===== config.mk =====
export PLATFORM = sky130hd
export DESIGN_NAME = lowest_free_id_allocator_core
export DESIGN_NICKNAME = d
export VERILOG_FILES = /design/src/lfia_pkg.sv /design/src/lfia_ram.sv /design/src/lowest_free_id_allocator_core.sv
export SDC_FILE = /design/constraint.sdc
export NUM_CORES = 2
export LEC_CHECK = 0
export ABC_CLOCK_PERIOD_IN_PS = 7300
export BUFFER_PORTS_ARGS = -buffer_cell sky130_fd_sc_hd__buf_2
export CAP_MARGIN = 10
export CORE_AREA = 10 10 337 405
export CTS_BUF_LIST = sky130_fd_sc_hd__clkbuf_16
export DETAILED_ROUTE_END_ITERATION = 10
export DIE_AREA = 0 0 347 415
export PLACE_DENSITY = 0.56
export SYNTH_ARGS = -nofsm -noshare
export SYNTH_HDL_FRONTEND = slang
export SYNTH_SLANG_ARGS = --single-unit

===== constraint.sdc =====
create_clock -name clk -period 7.3 [get_ports clk]
set_input_delay 0.73 -clock clk [delete_from_list [all_inputs] [get_ports clk]]
set_output_delay 0.73 -clock clk [all_outputs]
set_load 0.02 [all_outputs]

===== src/lfia_pkg.sv =====
// Shared constants, codes and helper functions for the lowest free ID allocator.
// Used by the allocator core; depends on nothing else.
`default_nettype none
package lfia_pkg;

  // Pool geometry
  localparam int POOL_SIZE = 1024;
  localparam int WORD_W    = 32;
  localparam int NWORDS    = (POOL_SIZE + WORD_W - 1) / WORD_W;
  localparam int WIDX_W    = (NWORDS > 1) ? $clog2(NWORDS) : 1;
  localparam int BIT_W     = $clog2(WORD_W);
  localparam int OFF_W     = WIDX_W + BIT_W;
  localparam int ID_W      = 31;

  // Request kinds
  localparam logic KIND_ALLOC = 1'b0;
  localparam logic KIND_FREE  = 1'b1;

  // Result status codes
  localparam logic [1:0] ST_ALLOC   = 2'd0;
  localparam logic [1:0] ST_EMPTY   = 2'd1;
  localparam logic [1:0] ST_FREED   = 2'd2;
  localparam logic [1:0] ST_IGNORED = 2'd3;

  // Base ID after reset
  localparam logic [ID_W-1:0] BASE_RESET = ID_W'(1);

  typedef enum logic {
    S_IDLE,
    S_MOD
  } state_t;

  typedef logic [WORD_W-1:0] row_t;
  typedef logic [NWORDS-1:0] summary_t;

  // Lowest set bit of a bitmap word (0 when the word is empty)
  function automatic logic [BIT_W-1:0] low_bit(input row_t v);
    logic [BIT_W-1:0] r;
    r = '0;
    for (int i = WORD_W - 1; i >= 0; i--) begin
      if (v[i]) r = BIT_W'(i);
    end
    return r;
  endfunction

  // Lowest non-empty word in the summary (0 when none)
  function automatic logic [WIDX_W-1:0] low_word(input summary_t v);
    logic [WIDX_W-1:0] r;
    r = '0;
    for (int i = NWORDS - 1; i >= 0; i--) begin
      if (v[i]) r = WIDX_W'(i);
    end
    return r;
  endfunction

  // Reset contents of a bitmap word: every ID that exists is free
  function automatic row_t row_reset(input logic [WIDX_W-1:0] w);
    int left;
    row_t r;
    left = POOL_SIZE - int'(w) * WORD_W;
    if (left >= WORD_W) r = '1;
    else r = (row_t'(1) << left) - row_t'(1);
    return r;
  endfunction

endpackage
`default_nettype wire


===== src/lfia_ram.sv =====
// Generic single-write, single-read synchronous RAM, registered read data.
// Holds the free bitmap words; no package dependencies.
`default_nettype none
module lfia_ram #(
  parameter int DEPTH = 32,
  parameter int WIDTH = 32,
  parameter int AW    = 5
) (
  input  wire logic             clk,
  input  wire logic             we,
  input  wire logic [AW-1:0]    waddr,
  input  wire logic [WIDTH-1:0] wdata,
  input  wire logic [AW-1:0]    raddr,
  output logic      [WIDTH-1:0] rdata
);

  logic [WIDTH-1:0] mem [DEPTH];

  // Write port
  always_ff @(posedge clk) begin
    if (we) mem[waddr] <= wdata;
  end

  // Read port, registered
  always_ff @(posedge clk) begin
    rdata <= mem[raddr];
  end

endmodule
`default_nettype wire


===== src/lowest_free_id_allocator_core.sv =====
// Top level of the lowest free ID allocator: request decode, bitmap update, result word.
// Depends on lfia_pkg and lfia_ram.
`default_nettype none
// A request is accepted, then updated. In the accept cycle the pool offset (free) or the
// lowest non-empty word from the summary register (allocate) is found and the bitmap word
// is read from the single-port-read RAM; in the update state the word is updated and
// written back and the result word is loaded into the output register once the output
// side can take it. No new request is taken until that load has happened. Bitmap words
// not yet written since reset read as all free, so no clearing pass runs after reset.
// Writing base_id moves the whole pool, used and free IDs alike; the user must do it
// only while the block is idle, as the block itself does not enforce this.
module lowest_free_id_allocator_core (
  input  wire logic                      clk,
  input  wire logic                      rst,
  input  wire logic                      cfg_wr_en,
  input  wire logic [lfia_pkg::ID_W-1:0] cfg_wr_data,
  input  wire logic                      in_valid,
  output logic                           in_stall,
  input  wire logic                      kind,
  input  wire logic [lfia_pkg::ID_W-1:0] id,
  output logic                           out_valid,
  input  wire logic                      out_stall,
  output logic      [lfia_pkg::ID_W-1:0] result_id,
  output logic      [1:0]                status
);
  import lfia_pkg::*;

  state_t state, state_next;

  logic [ID_W-1:0]   base_id;
  summary_t          summary;
  summary_t          row_valid;

  logic              kind_q;
  logic              miss_q;
  logic [WIDX_W-1:0] word_q;
  logic [BIT_W-1:0]  bit_q;

  logic              in_take;
  logic              out_load;
  logic [ID_W-1:0]   in_off;
  logic              in_miss;
  logic [WIDX_W-1:0] in_word;
  logic [BIT_W-1:0]  in_bit;

  logic [WIDX_W-1:0] ram_raddr;
  row_t              ram_rdata;
  logic              ram_we;
  row_t              row_cur;
  row_t              row_new;
  logic [BIT_W-1:0]  alloc_bit;
  logic              already_free;
  logic [ID_W-1:0]   alloc_id;
  logic [1:0]        status_next;
  logic [ID_W-1:0]   result_next;

  // Base register
  always_ff @(posedge clk) begin
    if (rst) begin
      base_id <= BASE_RESET;
    end else if (cfg_wr_en) begin
      base_id <= cfg_wr_data;
    end
  end

  // Decode the incoming request
  assign in_take = in_valid && !in_stall;
  assign in_off  = id - base_id;
  always_comb begin
    if (kind == KIND_ALLOC) begin
      in_word = low_word(summary);
      in_bit  = '0;
      in_miss = (summary == '0);
    end else begin
      in_word = in_off[OFF_W-1:BIT_W];
      in_bit  = in_off[BIT_W-1:0];
      in_miss = (in_off >= ID_W'(POOL_SIZE));
    end
  end

  // Hold the decoded request for the update cycle
  always_ff @(posedge clk) begin
    if (in_take) begin
      kind_q <= kind;
      miss_q <= in_miss;
      word_q <= in_word;
      bit_q  <= in_bit;
    end
  end

  // Bitmap storage; keep re-reading the held word while the output stalls
  assign ram_raddr = (state == S_IDLE) ? in_word : word_q;

  lfia_ram #(
    .DEPTH (NWORDS),
    .WIDTH (WORD_W),
    .AW    (WIDX_W)
  ) u_ram (
    .clk   (clk),
    .we    (ram_we),
    .waddr (word_q),
    .wdata (row_new),
    .raddr (ram_raddr),
    .rdata (ram_rdata)
  );

  // Modify the bitmap word
  assign row_cur      = row_valid[word_q] ? ram_rdata : row_reset(word_q);
  assign alloc_bit    = low_bit(row_cur);
  assign already_free = row_cur[bit_q];
  assign alloc_id     = base_id + ID_W'({word_q, alloc_bit});

  always_comb begin
    row_new     = row_cur;
    status_next = ST_IGNORED;
    result_next = '0;
    if (kind_q == KIND_ALLOC) begin
      if (miss_q) begin
        status_next = ST_EMPTY;
      end else begin
        row_new[alloc_bit] = 1'b0;
        status_next        = ST_ALLOC;
        result_next        = alloc_id;
      end
    end else if (!miss_q && !already_free) begin
      row_new[bit_q] = 1'b1;
      status_next    = ST_FREED;
    end
  end

  assign out_load = (state == S_MOD) && (!out_valid || !out_stall);
  assign ram_we   = out_load && !miss_q && ((kind_q == KIND_ALLOC) || !already_free);

  // Summary and written-row marks
  always_ff @(posedge clk) begin
    if (rst) begin
      summary   <= '1;
      row_valid <= '0;
    end else if (ram_we) begin
      row_valid[word_q] <= 1'b1;
      summary[word_q]   <= (row_new != '0);
    end
  end

  // Sequencer
  always_ff @(posedge clk) begin
    if (rst) begin
      state <= S_IDLE;
    end else begin
      state <= state_next;
    end
  end

  always_comb begin
    state_next = state;
    in_stall   = 1'b1;
    case (state)
      S_IDLE: begin
        in_stall = 1'b0;
        if (in_valid) state_next = S_MOD;
      end
      S_MOD: begin
        if (out_load) state_next = S_IDLE;
      end
      default: begin
        state_next = S_IDLE;
      end
    endcase
  end

  // Output word register
  always_ff @(posedge clk) begin
    if (rst) begin
      out_valid <= 1'b0;
    end else if (out_load) begin
      out_valid <= 1'b1;
    end else if (!out_stall) begin
      out_valid <= 1'b0;
    end
  end

  always_ff @(posedge clk) begin
    if (out_load) begin
      result_id <= result_next;
      status    <= status_next;
    end
  end

  // Every accepted word moves to the update cycle
  a_take_to_mod: assert property (@(posedge clk) disable iff (rst)
    in_take |=> (state == S_MOD))
    else $error("accepted word did not enter update cycle");

  // Bitmap writes only when the result is loaded
  a_we_load: assert property (@(posedge clk) disable iff (rst)
    ram_we |-> (state == S_MOD) && out_load)
    else $error("bitmap written outside update cycle");

  // A word the summary marks non-empty really holds a free ID
  a_summary_row: assert property (@(posedge clk) disable iff (rst)
    (state == S_MOD) && (kind_q == KIND_ALLOC) && !miss_q |-> (row_cur != '0))
    else $error("summary out of step with bitmap");

  // The held request stays put while the update cycle waits
  a_hold_req: assert property (@(posedge clk) disable iff (rst)
    (state == S_MOD) && !out_load |=> $stable(word_q) && $stable(kind_q))
    else $error("held request changed while waiting");

endmodule
`default_nettype wire

==> out/summary.log <==
INFO  synthesis      netlist_area=51000um2
INFO  placement      dp_worst_setup_slack=1470ps
INFO  cts            clock_latency_on_the_worst_skew_pair=760ps
INFO  grt            grt_pass1_vias=33856
INFO  route          drt_drc_violations_left=0
INFO  synthesis      cell_accounting_for_the_most_synthesized_area=sky130_fd_sc_hd__edfxtp_1
INFO  final_layout   finalNetCount=4664
INFO  grt            antenna_found_initial=5
INFO  pwr            worst_ir_drop_vdd=0.000206V
INFO  final_layout   flow.area_growth_from_synthesis=14.0%
INFO  worst_setup_path cells_along_the_critical_path=mux2i_1 -> o22ai_1 -> nor4_2 -> mux2_2 -> nor4_2 -> o41ai_4 -> inv_4 -> fa_1 -> a21o_1 -> maj3_1 -> a211o_1 -> a21oi_1 -> o311ai_2 -> buf_4 -> or4b_2 -> xor2_1 -> nor2_1
INFO  job            max-cap-violations=0
INFO  die            die-height=415um
INFO  pwr            p_per_area=274nW/um2
INFO  pwr            power.sequential.fraction=48.9%
INFO  die            die_area=144000um2
INFO  cts            postCtsSetupBuffers=0
INFO  grt            grt_overflow=0
INFO  die            placementRows=144
INFO  synthesis      synth_async_sr_flop_share=0%
INFO  hold_path      worstHoldStart=cfg_wr_data[0]
INFO  worst_setup_path arrival=6370ps
INFO  pwr            clkPwrFrac=37.9%
INFO  timing         final-max-slew-violation-count=0
INFO  cts            clock_buffer_depth=3
INFO  timing         timing.final.hold_violations=0
INFO  synthesis      ys.warnings.count=0
INFO  worst_setup_path crit_path_top_delay_cell=sky130_fd_sc_hd__edfxtp_1
INFO  synthesis      postSynth.topFlopCell=sky130_fd_sc_hd__edfxtp_1
INFO  synthesis      synth_seq_area_share=68.0%
INFO  placement      port_buffers=102
INFO  timing         finalSetupViolations=0
INFO  timing         timing.setup.tns=0ps
INFO  worst_setup_path critPathMostFrequentCell=sky130_fd_sc_hd__nor4_2
INFO  synthesis      synthDistinctLibCells=86
INFO  timing         rsz0062_at_grt=no
INFO  pwr            share_comb_of_total_power=13.2%
INFO  pwr            power_switching_share=27.3%
INFO  route          ant_nets=0
INFO  route          via_density_per_instance=5.60
INFO  timing         max_slew_margin=17.1%
INFO  synthesis      synth.net_count=4591
INFO  route          drt_first_iter_violations=3584
INFO  worst_setup_path worst_setup_path_start_kind=register
INFO  timing         timing.hold.ws=196ps
INFO  synthesis      synthCells=4479
INFO  die            io_pins=103
INFO  worst_setup_path path_class=register to register
INFO  synthesis      cell_with_the_most_instances_after_synthesis=sky130_fd_sc_hd__nand2_1
INFO  worst_setup_path reg2reg_depth=17
INFO  timing         timing_worst_slew_pin_value=1240ps
INFO  placement      dp.final_hpwl=94600um
INFO  grt            grt_max_degree=138
INFO  die            core=128000um2
INFO  worst_setup_path timing.critical_path.depth=17
INFO  status         run_status=finished clean
INFO  synthesis      synthesis.area_per_instance=11.4um2
INFO  placement      weighted_congestion_reported_at_the_end_of_routability_driven_placement=0.916
INFO  final_layout   layout.cells.non_filler=6334
INFO  cts            postCtsHoldBufs=0
INFO  synthesis      synth_seq_cells=1198
INFO  synthesis      yosys-top-cells-area=sky130_fd_sc_hd__edfxtp_1 63%, sky130_fd_sc_hd__nand2_1 7.9%, sky130_fd_sc_hd__nand3_1 7.2%, sky130_fd_sc_hd__dfxtp_1 5.1%, sky130_fd_sc_hd__a21oi_1 2.0%
INFO  route          detailedRoute.firstPassIterationCount=5
INFO  pwr            leakage=18.5nW
INFO  cts            cts_max_level=3
INFO  timing         layout_min_cycle_time=5900ps
INFO  cts            post_cts.resized_instances=0
INFO  route          num_vias=35477
INFO  synthesis      synthDominantCellAreaShare=63.0%
INFO  worst_setup_path startpoint=word_q[0]
INFO  cts            numClockSinks=1198
INFO  cts            tritoncts=yes
INFO  cts            cts_made_buffers=117
INFO  worst_setup_path worstReg2RegStart=word_q[0]
INFO  timing         setup_slack=1400ps
INFO  worst_setup_path maximum_single_stage_delay_on_the_critical_path=970ps
INFO  route          routed_wire_length_per_instance=25.0um
INFO  synthesis      post_synth_most_frequent_cells=1079 x sky130_fd_sc_hd__nand2_1, 1069 x sky130_fd_sc_hd__edfxtp_1, 732 x sky130_fd_sc_hd__nand3_1, 265 x sky130_fd_sc_hd__nor2_1, 231 x sky130_fd_sc_hd__clkbuf_1
INFO  die            floorplan.initialDensity=39.8%
INFO  worst_setup_path path_max_fanout=19
INFO  grt            grt_first_pass_wirelength=231000um
INFO  placement      dp_cells=6112
INFO  synthesis      number_of_enable_flip_flop_cells_after_synthesis=1069
INFO  worst_setup_path crit_required=7770ps
INFO  worst_setup_path critical-path-top-delay-family=compound AO/OA/AOI/OAI gates
INFO  timing         min_period_over_period=80.9%
INFO  final_layout   fraction_of_final_layout_cells_sized_beyond_drive_strength_1=10.6%
INFO  pwr            power.net_switching=4.36mW
INFO  worst_setup_path critical_path.n_buffers_inverters=2
INFO  hold_path      number_of_cells_traversed_by_the_worst_hold_path=2
INFO  worst_setup_path worstSetupEndpointType=register
INFO  die            horizontal_extent_of_the_die=347um
INFO  timing         skew=39.9ps
INFO  final_layout   diode_count=0
INFO  final_layout   post_layout_utilization_of_the_core=45.4%
INFO  hold_path      min-delay-path-class=input port to register
INFO  timing         fmax=0.169GHz
INFO  cts            clkTransAtPathRegs=60ps
INFO  cts            clock_tree.root_cell=sky130_fd_sc_hd__clkbuf_16
INFO  pwr            cell_internal_pwr=11.6mW
INFO  route          wirelength=158000um
INFO  grt            grt_usage=21.3%
==> power groups by stage <==
stage	registers (mW)	clock network, mW	logic [mW]
floorplan	7.78	0	1.38
global placement	7.92	0	2.10
detailed placement	7.93	0	2.11
CTS	7.78	6.14	2.12
global route	7.79	6.40	2.32
finish	7.79	6.04	2.11
==> logic make-up (layout without fill, tap and decap cells) <==
kind of cell | Yosys count | in the layout | synth area share, %
xor gates and xnor gates | 37 | 37 | 0.636
buffers and inverters | 333 | 509 | 2.55
muxes | 101 | 101 | 2.10
adders and majority gates | 46 | 46 | 1.15
DFF | 1198 | 1198 | 68.0
and+or+nand+nor | 2318 | 2318 | 20.2
AOI/OAI and AO/OA | 446 | 446 | 5.31
==> final timing paths <==
path              endpoint  slack [ps]
min reg2reg  row_valid[28]         470
max          result_id[30]        1400
min             base_id[0]         200
max reg2reg  result_id[30]        1400
==> placed cells by master (no fill, tap or decap), drive strengths merged, types with 29 or more instances in the layout <==
cell type / instances
nand3: 732
a21oi: 203
and3: 45
ha: 42
nor2: 266
buf: 217
inv: 103
clkinv: 55
dfxtp: 129
clkbuf: 121
mux2i: 91
nor3: 33
xnor2: 29
o21ai: 88
edfxtp: 1069
nor4: 56
nand2: 1079
==> state kept, by name (all words and copies together) (netlist names) <==
signal       count
bit_q            5
word_q           5
row_valid       32
out_valid        1
u_ram.rdata     32
summary         32
result_id       31
miss_q           1
state            1
base_id         31
u_ram.mem     1024
kind_q           1
status           2
==> per-layer routing <==
| metal | share of wire (%) | wire [um] | track usage (%) |
|---|---|---|---|
| met1 | 41 | 64100 | 26.9 |
| met2 | 50 | 79100 | 36.7 |
| met3 | 6.0 | 9420 | 3.03 |
| met4 | 3.5 | 5590 | 7.83 |
| met5 | 0.0082 | 13 | 0 |
==> cell type report <==
| cell class | count | area [um2] |
|---|---|---|
| Fill cell | 11698 | 69800 |
| Sequential cell | 1198 | 34700 |
| Multi-Input combinational cell | 2948 | 15600 |
| Clock buffer | 121 | 3030 |
| Tap cell | 1679 | 2100 |
| Timing Repair Buffer | 217 | 1630 |
| Clock inverter | 101 | 796 |
| Inverter | 70 | 265 |
==> metrics by stage <==
stage	total power, mW	area [um2]
2_1_floorplan	9.17	51000
3_3_place_gp	10.0	54200
3_5_place_dp	10.0	54300
4_1_cts	16.0	58100
5_1_grt	16.5	58100
6_report	15.9	58100
Power figures use the tool's default switching activity.
